`config.mk`:
```
export PLATFORM = sky130hd
export DESIGN_NAME = tga_rle_scanline_decoder_unit
export DESIGN_NICKNAME = d
export VERILOG_FILES = /design/src/rtl/trsd_pkg.sv /design/src/rtl/tga_rle_scanline_decoder_unit.sv /design/src/rtl/trsd_csr.sv /design/src/rtl/trsd_decode.sv
export SDC_FILE = /design/constraint.sdc
export NUM_CORES = 1
export LEC_CHECK = 0
export ABC_AREA = 1
export ABC_CLOCK_PERIOD_IN_PS = 14200
export BUFFER_PORTS_ARGS = -buffer_cell sky130_fd_sc_hd__buf_2
export CELL_PAD_IN_SITES_DETAIL_PLACEMENT = 1
export CELL_PAD_IN_SITES_GLOBAL_PLACEMENT = 1
export CORE_MARGIN = 2
export CORE_UTILIZATION = 48
export DETAILED_ROUTE_END_ITERATION = 8
export PLACE_DENSITY_LB_ADDON = 0.1
export SYNTH_ARGS = -nofsm -noshare
export SYNTH_HDL_FRONTEND = slang
export SYNTH_HIERARCHICAL = 1
export SYNTH_SLANG_ARGS = --single-unit
```
`constraint.sdc`:
```
create_clock -name clock -period 14.2 [get_ports clock]
set_input_delay 2.13 -clock clock [delete_from_list [all_inputs] [get_ports clock]]
set_output_delay 2.13 -clock clock [all_outputs]
set_load 0.01 [all_outputs]
```
`src/rtl/trsd_pkg.sv`:
```
// shared types and constants for the run-length scanline decoder
// no dependencies
`timescale 1ns / 1ps

package trsd_pkg;

   localparam int unsigned BYTE_W  = 8;
   localparam int unsigned PIXEL_W = 32;
   localparam int unsigned RUN_W   = 8;
   localparam int unsigned DIM_W   = 16;
   localparam int unsigned CSR_W   = 16;
   localparam int unsigned IDX_W   = 2;
   localparam int unsigned RSP_DATA_W = 40;

   // register indexes
   localparam logic [IDX_W-1:0] REG_PIXEL_BYTES = 2'd0;
   localparam logic [IDX_W-1:0] REG_LINE_WIDTH  = 2'd1;
   localparam logic [IDX_W-1:0] REG_LINE_COUNT  = 2'd2;
   localparam logic [IDX_W-1:0] REG_RLE_ENABLED = 2'd3;

   // packet phase codes
   localparam logic [1:0] PH_HEADER = 2'd0;
   localparam logic [1:0] PH_RUN    = 2'd1;
   localparam logic [1:0] PH_LIT    = 2'd2;

   localparam logic [BYTE_W-1:0] HDR_RUN_BIAS = 8'd127;

   typedef struct packed {
      logic [2:0]       pixel_bytes;
      logic [DIM_W-1:0] line_width;
      logic [DIM_W-1:0] line_count;
      logic             rle_enabled;
   } cfg_type;

   typedef struct packed {
      logic [PIXEL_W-1:0] pixel_value;
      logic [RUN_W-1:0]   run_length;
      logic               line_end;
      logic               image_end;
   } rsp_type;

endpackage

```
`src/rtl/tga_rle_scanline_decoder_unit.sv`:
```
// top level of the run-length scanline decoder
// depends on trsd_pkg, trsd_csr and trsd_decode
`timescale 1ns / 1ps

// Payload bytes enter on the req_ stream, one byte per transaction. In
// run-length mode a header byte sets up a repeat or literal packet; pixel
// bytes are gathered (3 or 4 per pixel) and each finished pixel leaves on
// the rsp_ stream as one transaction carrying the pixel, its run length
// clipped to the scanline, a line end flag on rsp_tlast and an image end
// flag on rsp_tuser. Header bytes and non-final pixel bytes give no result.
// Registers are written through csr_we/csr_index/csr_wdata; the user must
// write them only while idle, as the block does not enforce it. The input
// register feeds the result register on rsp_ through a single decode step,
// which also updates the packet and position state. Throughput: one byte
// per cycle, set by that decode step, while no result stalls on rsp_tready.
// Reset clears the decode state, empties both registers and restores the
// register defaults (3-byte pixels, 1x1 image, run-length mode).
// When rsp_tready is low, the pending result holds and the decode step
// stops, whether or not the next byte gives a result; req_tready falls
// once the input register holds a byte, so one byte waits behind it.
module tga_rle_scanline_decoder_unit (
   input  logic                                  clock,
   input  logic                                  reset,
   input  logic                                  req_tvalid,
   output logic                                  req_tready,
   input  logic [trsd_pkg::BYTE_W-1:0]           req_tdata,   // stream_byte
   output logic                                  rsp_tvalid,
   input  logic                                  rsp_tready,
   output logic [trsd_pkg::RSP_DATA_W-1:0]       rsp_tdata,   // pixel_value, run_length
   output logic                                  rsp_tlast,   // line_end
   output logic                                  rsp_tuser,   // image_end
   input  logic                                  csr_we,
   input  logic [trsd_pkg::IDX_W-1:0]            csr_index,
   input  logic [trsd_pkg::CSR_W-1:0]            csr_wdata
);
   import trsd_pkg::*;

   cfg_type cfg;
   rsp_type rsp;

   trsd_csr u_csr (
      .clock     (clock),
      .reset     (reset),
      .csr_we    (csr_we),
      .csr_index (csr_index),
      .csr_wdata (csr_wdata),
      .cfg       (cfg)
   );

   trsd_decode u_decode (
      .clock     (clock),
      .reset     (reset),
      .cfg       (cfg),
      .in_valid  (req_tvalid),
      .in_ready  (req_tready),
      .in_byte   (req_tdata),
      .out_valid (rsp_tvalid),
      .out_ready (rsp_tready),
      .out_rsp   (rsp)
   );

   assign rsp_tdata = {rsp.run_length, rsp.pixel_value};
   assign rsp_tlast = rsp.line_end;
   assign rsp_tuser = rsp.image_end;

endmodule

```
`src/rtl/trsd_csr.sv`:
```
// configuration register file for the scanline decoder
// depends on trsd_pkg
`timescale 1ns / 1ps

module trsd_csr (
   input  logic                         clock,
   input  logic                         reset,
   input  logic                         csr_we,
   input  logic [trsd_pkg::IDX_W-1:0]   csr_index,
   input  logic [trsd_pkg::CSR_W-1:0]   csr_wdata,
   output trsd_pkg::cfg_type            cfg
);
   import trsd_pkg::*;

   cfg_type cfg_ff;

   always_ff @(posedge clock) begin
      if (reset) begin
         cfg_ff.pixel_bytes <= 3'd3;
         cfg_ff.line_width  <= 16'd1;
         cfg_ff.line_count  <= 16'd1;
         cfg_ff.rle_enabled <= 1'b1;
      end else if (csr_we) begin
         unique case (csr_index)
            REG_PIXEL_BYTES: cfg_ff.pixel_bytes <= csr_wdata[2:0];
            REG_LINE_WIDTH:  cfg_ff.line_width  <= csr_wdata;
            REG_LINE_COUNT:  cfg_ff.line_count  <= csr_wdata;
            REG_RLE_ENABLED: cfg_ff.rle_enabled <= csr_wdata[0];
            default: ;
         endcase
      end
   end

   assign cfg = cfg_ff;

endmodule

```
`src/rtl/trsd_decode.sv`:
```
// input register, packet/pixel decode with position tracking, result register
// depends on trsd_pkg
`timescale 1ns / 1ps

module trsd_decode (
   input  logic                         clock,
   input  logic                         reset,
   input  trsd_pkg::cfg_type            cfg,
   input  logic                         in_valid,
   output logic                         in_ready,
   input  logic [trsd_pkg::BYTE_W-1:0]  in_byte,
   output logic                         out_valid,
   input  logic                         out_ready,
   output trsd_pkg::rsp_type            out_rsp
);
   import trsd_pkg::*;

   logic              in_valid_ff;
   logic [BYTE_W-1:0] in_byte_ff;
   logic              out_valid_ff, out_valid_in;
   rsp_type           out_rsp_ff, out_rsp_in;

   logic [1:0]         phase_ff, phase_in;
   logic [RUN_W-1:0]   packet_left_ff, packet_left_in;
   logic [1:0]         slot_ff, slot_in;
   logic [PIXEL_W-1:0] acc_ff, acc_in;
   logic [DIM_W-1:0]   column_ff, column_in;
   logic [DIM_W-1:0]   row_ff, row_in;

   logic               advance;
   logic               rle, is_hdr, last_byte, emit;
   logic [PIXEL_W-1:0] acc_new, pix;
   logic [RUN_W-1:0]   want;
   logic [DIM_W-1:0]   w, h, left;
   logic [DIM_W:0]     row_inc;
   logic               le, ie;
   logic [RUN_W-1:0]   len;
   logic [RUN_W-1:0]   lit_left;

   assign advance  = in_valid_ff && (!out_valid_ff || out_ready);
   assign in_ready = !in_valid_ff || advance;

   always_ff @(posedge clock) begin
      if (reset) begin
         in_valid_ff <= 1'b0;
      end else if (in_ready) begin
         in_valid_ff <= in_valid;
      end
      if (in_ready && in_valid) begin
         in_byte_ff <= in_byte;
      end
   end

   // pixel assembly
   always_comb begin
      rle     = cfg.rle_enabled;
      is_hdr  = rle && (phase_ff != PH_RUN) && (phase_ff != PH_LIT);
      acc_new = acc_ff;
      unique case (slot_ff)
         2'd0: acc_new[7:0]   = acc_ff[7:0]   | in_byte_ff;
         2'd1: acc_new[15:8]  = acc_ff[15:8]  | in_byte_ff;
         2'd2: acc_new[23:16] = acc_ff[23:16] | in_byte_ff;
         2'd3: acc_new[31:24] = acc_ff[31:24] | in_byte_ff;
         default: ;
      endcase
      if (cfg.pixel_bytes == 3'd4) begin
         last_byte = (slot_ff == 2'd3);
         pix       = acc_new;
      end else begin
         last_byte = (slot_ff >= 2'd2);
         pix       = {8'd0, acc_new[23:0]};
      end
      emit = !is_hdr && last_byte;
      if (rle && (phase_ff == PH_RUN)) begin
         want = (packet_left_ff != '0) ? packet_left_ff : RUN_W'(1);
      end else begin
         want = RUN_W'(1);
      end
   end

   // run clipping against the scanline
   always_comb begin
      w       = (cfg.line_width != '0) ? cfg.line_width : DIM_W'(1);
      h       = (cfg.line_count != '0) ? cfg.line_count : DIM_W'(1);
      left    = (column_ff < w) ? (w - column_ff) : DIM_W'(1);
      le      = ({8'd0, want} >= left);
      len     = le ? left[RUN_W-1:0] : want;
      row_inc = {1'b0, row_ff} + (DIM_W+1)'(1);
      ie      = le && (row_inc >= {1'b0, h});
      lit_left = (packet_left_ff != '0) ? (packet_left_ff - RUN_W'(1)) : '0;
   end

   // next state
   always_comb begin
      phase_in       = phase_ff;
      packet_left_in = packet_left_ff;
      slot_in        = slot_ff;
      acc_in         = acc_ff;
      column_in      = column_ff;
      row_in         = row_ff;
      if (is_hdr) begin
         if (in_byte_ff[7]) begin
            phase_in       = PH_RUN;
            packet_left_in = in_byte_ff - HDR_RUN_BIAS;
         end else begin
            phase_in       = PH_LIT;
            packet_left_in = in_byte_ff + RUN_W'(1);
         end
         slot_in = '0;
         acc_in  = '0;
      end else if (!last_byte) begin
         acc_in  = acc_new;
         slot_in = slot_ff + 2'd1;
      end else begin
         slot_in = '0;
         acc_in  = '0;
         if (rle) begin
            if (phase_ff == PH_RUN) begin
               phase_in       = PH_HEADER;
               packet_left_in = '0;
            end else begin
               packet_left_in = lit_left;
               if (lit_left == '0) begin
                  phase_in = PH_HEADER;
               end
            end
         end
         if (le) begin
            column_in      = '0;
            row_in         = ie ? '0 : row_inc[DIM_W-1:0];
            phase_in       = PH_HEADER;
            packet_left_in = '0;
         end else begin
            column_in = column_ff + {8'd0, len};
         end
      end
   end

   always_comb begin
      out_rsp_in.pixel_value = pix;
      out_rsp_in.run_length  = len;
      out_rsp_in.line_end    = le;
      out_rsp_in.image_end   = ie;
      if (advance && emit) begin
         out_valid_in = 1'b1;
      end else if (out_ready) begin
         out_valid_in = 1'b0;
      end else begin
         out_valid_in = out_valid_ff;
      end
   end

   always_ff @(posedge clock) begin
      if (reset) begin
         phase_ff       <= PH_HEADER;
         packet_left_ff <= '0;
         slot_ff        <= '0;
         acc_ff         <= '0;
         column_ff      <= '0;
         row_ff         <= '0;
         out_valid_ff   <= 1'b0;
      end else begin
         if (advance) begin
            phase_ff       <= phase_in;
            packet_left_ff <= packet_left_in;
            slot_ff        <= slot_in;
            acc_ff         <= acc_in;
            column_ff      <= column_in;
            row_ff         <= row_in;
         end
         out_valid_ff <= out_valid_in;
      end
      if (advance && emit) begin
         out_rsp_ff <= out_rsp_in;
      end
   end

   assign out_valid = out_valid_ff;
   assign out_rsp   = out_rsp_ff;

endmodule
```
Word-level counts from Yosys, hierarchy flattened

Index checks and enable logic that the tools add are counted.

Register bits after elaboration: 164
Input bits: 31
Output and inout port bits: 44

Add/subtract/negate cells: 7
$lt $le $gt $ge: 4
Eq/ne operators: 10
Muxes and demuxes: 33
Bitwise operators: 5
Reductions and logical operators: 31

Operators with widths:

| cell                    | count |
|---|---|
| $mux W8                 | 14 |
| $mux W16                | 5 |
| $mux W32                | 2 |
| $or A8 B8 Y8            | 4 |
| $reduce_bool A16 Y1     | 2 |
| $mux W2                 | 9 |
| $add A16 B1 Y17 const B | 1 |
| $ge A17 B16 Y1          | 1 |
| $add A16 B8 Y16         | 1 |
| $ge A8 B16 Y1           | 1 |
| $lt A16 B16 Y1          | 1 |
| $sub A16 B16 Y16        | 1 |
| $add A8 B1 Y8 const B   | 1 |
| $eq A2 B2 Y1 const B    | 4 |
| $logic_and A1 B1 Y1     | 8 |
| $logic_not A8 Y1        | 1 |
| $reduce_and A2 Y1       | 4 |
| $reduce_and A4 Y1       | 2 |
| $reduce_bool A8 Y1      | 1 |
| $sub A8 B1 Y8 const B   | 1 |
| $sub A8 B7 Y8 const B   | 1 |
| $eq A2 B1 Y1 const B    | 3 |
| $reduce_and A3 Y1       | 2 |
| $logic_not A2 Y1        | 2 |
| other kinds (12)        | 18 |

Logic depth before layout (Yosys ltp)

Depth after elaboration: 9
Gate-level depth with buffers: 44
Depth with buffers taken out: 44

Cells and area by module

The synthesis kept the hierarchy.

By module, submodules not included:

| module      | instances | cells an instance | area an instance (um2) | sequential area each (um2) |
|---|---|---|---|---|
| trsd_decode | 1         | 1074              | 7921.3                 | 3062.9 |
| trsd_csr    | 1         | 225               | 1529.0                 | 720.7 |

Least setup slack after synthesis

Ideal clock, no wire load.

Path type: register -> register
From: reg u_csr.cfg_ff (netlist bit u_csr/cfg[25])
To: reg u_decode.column_ff[12]
Setup time: 0.114 ns
Arrival: 5.148 ns
Path slack: 8.938 ns
Cell stages (with the launch flop): 42
Buffers on the path: 0
Period minus slack after synthesis: 5.262 ns
Cell sequence: dfxtp_1 -> nor4_1 -> a41oi_1 -> ha_1 -> inv_1 -> fa_1 -> nand3_1 -> nand3_1 -> nand2_2 -> nand3_2 -> a21oi_2 -> a31oi_4 -> nand2_1 -> ha_1 -> o21ai_0 -> nand2_1 -> nand2_1 -> nand2_1 -> [... 6 more ...] -> nand2_1 -> nand2_1 -> nand2_4 -> inv_4 -> o21ai_0 -> ha_1 -> inv_1 -> fa_1 -> o21ai_0 -> nand3_1 -> nand2_1 -> a21oi_1 -> o21ai_0 -> nand4_1 -> nor2_1 -> nand2_1 -> xor2_1 -> nor2_1

Word-level cells in the longest chain between the ends: 8
Elaborated cells between the ends (all ways): 9

Ends and longest elaborated chain:

| element                                            | line               | source |
|---|---|---|
| start: declaration                                 | trsd_csr.sv:15     | `cfg_type cfg_ff;` |
| $reduce_bool A16 Y1                                | trsd_decode.sv:83  | `w = (cfg.line_width != '0) ? cfg.line_width : DIM_W'(1);` |
| $mux W16 *                                         | trsd_decode.sv:83  |  |
| $sub A16 B16 Y16 or $lt A16 B16 Y1 (tied branches) | trsd_decode.sv:85  | `left = (column_ff < w) ? (w - column_ff) : DIM_W'(1);` |
| $mux W16 *                                         | trsd_decode.sv:85  |  |
| $ge A8 B16 Y1 *                                    | trsd_decode.sv:86  | `le = ({8'd0, want} >= left);` |
| named net u_decode.le                              | trsd_decode.sv:36  | `logic le, ie;` |
| $mux W8 *                                          | trsd_decode.sv:87  | `len = le ? left[RUN_W-1:0] : want;` |
| named net u_decode.len[0]                          | trsd_decode.sv:37  | `logic [RUN_W-1:0] len;` |
| $add A16 B8 Y16 *                                  | trsd_decode.sv:134 | `column_in = column_ff + {8'd0, len};` |
| $mux W16 *                                         | trsd_decode.sv:128 | `if (le) begin` |
| end signal: assignment                             | trsd_decode.sv:168 | `column_ff <= column_in;` |
| end: declaration                                   | trsd_decode.sv:27  | `logic [DIM_W-1:0] column_ff, column_in;` |

The timed path passes the listed nets; every way through them passes the cells marked *.
A chain may end at the register's enable or synchronous reset.

Worst setup path in the final report

From: reg u_csr.cfg_ff (netlist bit u_csr/cfg[29])
To: reg u_decode.column_ff[12]

Same word-level chain as after synthesis.

==> results.json <==
{
  "status": "finished clean",
  "synth_fp_nets": 1391,
  "place_area_um2": 9905,
  "layout_common_cells": "nand2_1 (288), inv_1 (219), nor2_1 (146)",
  "start_util": 0.4872,
  "p_leak_nw": 4.888,
  "htreeDepth": 4,
  "drv_cap": 0,
  "path_class": "flop to flop",
  "end_kind": "flop",
  "synth-main-ff-cell": "dfxtp_1",
  "synth_edf_count": 50,
  "yosysUniqueCellTypes": 48,
  "grt_max_degree": 55,
  "cts_hold_buf": 0,
  "grt_first_pass_wirelength_um": 41870,
  "grt_pass1_vias": 8552,
  "cp_common_cell": "nand2_1",
  "wire_per_inst_um": 16.02,
  "numCtsBuffers": 17,
  "path_max_fanout": 24,
  "syn_inst": 1299,
  "clk_transition_reported_paths_ns": 0.08,
  "viasPerCell": 5.150,
  "drc": 0,
  "slew_viol_final": 0,
  "clockRootBuffer": "clkbuf_16",
  "avgSynthCellArea_um2": 7.275,
  "globalplace.congestion": 0.9224,
  "rows": 51,
  "vias": 8354,
  "vdd_drop_max_v": 0.00007843,
  "finalWorstSetupSlack_ns": 7.416,
  "max-slew-margin-rel": 0.2892,
  "dieHeight_um": 144.3,
  "first_pass_iters": 4,
  "finalClockSkew_ns": 0.008749,
  "crit_path_start_kind": "flop",
  "finalHoldViolCount": 0,
  "antenna_found_initial": 0,
  "cp.arrival_ns": 7.09,
  "fin_util": 0.5422,
  "synth_seq_cells": 164,
  "synth_top_area_frac": 0.2415,
  "cts_tree": "done",
  "finalNetCount": 1435,
  "finalCritPeriodShare": 0.4778,
  "rsz0062_at_grt": "false",
  "clock_sinks": 164,
  "fmax_mhz": 147.4,
  "final_common_cell": "nand2_1",
  "crit_path_top_delay_cell": "nor4_1",
  "cts_resized": 0,
  "required_ns": 14.51,
  "port_buffers": 74,
  "coreArea_um2": 19400,
  "fin_hold_ws_ns": 0.4472,
  "critical_path.max_stage_delay_ns": 0.48,
  "grt-ovfl-total": 0,
  "cts_buffer_depth": 2,
  "async_flop_share": 0,
  "insertion_delay_ns": 0.43,
  "post_cts_buffers": 0,
  "final_area_um2": 10520,
  "die_area_um2": 20830,
  "timing.setup.tns_ns": 0,
  "die_w_um": 144.3,
  "synth.top_cells.by_area": "dfxtp_1 (24%), edfxtp_1 (16%), nand2_1 (11%), inv_1 (8.7%), ha_1 (7.8%)",
  "dp_slack_ns": 7.496,
  "setup_viol": 0,
  "ant_nets": 0,
  "drt-initial-drc-count": 449,
  "gr-usage-all-layers": 0.2585,
  "cellPowerDensity_nw_per_um2": 115.9,
  "fillers": 2573,
  "critPathBufInv": 3,
  "layout_min_cycle_time_ns": 6.784,
  "synth_area_um2": 9450,
  "drive_gt1_frac": 0.1173,
  "yosysSeqAreaShare": 0.4004,
  "wl_um": 25980,
  "path_delay_family": "simple AND/OR/NAND/NOR gates",
  "tightest_slew_ns": 1.065,
  "syn_to_final_growth_pct": 11.29,
  "yosysTopAreaCell": "dfxtp_1",
  "holdCritPathClass": "flop to flop",
  "place_hpwl_um": 19490,
  "yosysWarnings": 6,
  "ios": 75
}
-- sequential cells by signal, indices dropped and copies added, names as in the netlist --
| name | flops |
|---|---|
| u_decode/in_valid_ff | 1 |
| u_decode/packet_left_ff | 8 |
| u_decode/row_ff | 16 |
| u_decode/acc_ff | 32 |
| u_decode/phase_ff | 2 |
| u_decode/in_byte_ff | 8 |
| u_csr/cfg | 36 |
| u_decode/column_ff | 16 |
| u_decode/slot_ff | 2 |
| u_decode/out_valid | 1 |
| u_decode/out_rsp | 42 |
-- tightest hold or removal path: cells and delay by family (launching register included) --
family                 cells  cell delay, ns
flip-flops                 1            0.31
AO/OA/AOI/OAI              1            0.05
buffers and inverters      1            0.05
-- cells in the mapped netlist, types with 5 or more instances --
| library cell | n |
|---|---|
| nand2_1 | 288 |
| inv_1 | 219 |
| nor2_1 | 146 |
| dfxtp_1 | 114 |
| nand3_1 | 98 |
| a21oi_1 | 87 |
| o21ai_0 | 61 |
| ha_1 | 59 |
| edfxtp_1 | 50 |
| clkbuf_1 | 35 |
| nand4_1 | 16 |
| or2_2 | 15 |
| xor2_1 | 15 |
| nor3_1 | 14 |
| nor4_1 | 9 |
| buf_6 | 7 |
| nor2_2 | 7 |
| buf_2 | 5 |
-- layer usage --
layer | routed length (um) | GRT usage
met1 | 11400 | 0.3038
met2 | 13260 | 0.4757
met3 | 762 | 0.04272
met4 | 561 | 0.08789
met5 | 0 | 0
-- final cells by class --
| type | instances | area (um^2) | share of cell area |
|---|---|---|---|
| clock buffer | 17 | 425.4 | 0.04045 |
| multi-input combinational | 858 | 4549 | 0.4325 |
| tap | 265 | 331.6 | 0.03153 |
| sequential | 164 | 3784 | 0.3597 |
| antenna | 1 | 2.502 | 0.0002379 |
| clock inverter | 15 | 185.2 | 0.01761 |
| inverter | 225 | 847.1 | 0.08054 |
| timing repair buffer | 77 | 392.9 | 0.03735 |
-- stage by stage --
stage               total power, mW  cells
floorplan                    0.6920   1299
global route                  1.283   1621
finish                        1.219   1622
global placement             0.7461   1589
CTS                           1.227   1621
detailed placement           0.7519   1589
-- logic make-up (layout without fill, tap and decap cells) --
family | after synthesis | count (layout) | synth area share
AO/OA/AOI/OAI | 165 | 165 | 0.09586
XOR/XNOR | 18 | 18 | 0.01668
adder cells (fa/ha/maj) | 61 | 61 | 0.08235
buffers and inverters | 277 | 334 | 0.1182
flip-flops | 164 | 164 | 0.4004
other | 0 | 1 | 0
AND/OR/NAND/NOR | 614 | 614 | 0.2865
-- path summary, 6_finish.rpt --
kind / start / slack, ns / cells after the start / end
hold reg to reg: u_decode/acc_ff[31]$_SDFFE_PP0P_ / 0.45 / 2 / u_decode/acc_ff[31]$_SDFFE_PP0P_
setup / recovery: u_csr/cfg[29]$_SDFFE_PP0P_ / 7.42 / 41 / u_decode/column_ff[12]$_SDFFE_PP0P_
setup reg to reg: u_csr/cfg[29]$_SDFFE_PP0P_ / 7.42 / 41 / u_decode/column_ff[12]$_SDFFE_PP0P_
hold / removal: u_decode/acc_ff[31]$_SDFFE_PP0P_ / 0.45 / 2 / u_decode/acc_ff[31]$_SDFFE_PP0P_
-- report_power, final --
part           switching (mW)  internal, mW
registers              0.0136         0.498
clock network           0.222         0.254
logic                   0.156        0.0745
total                   0.392         0.827
Note: power is estimated with default switching activity, not from simulation.
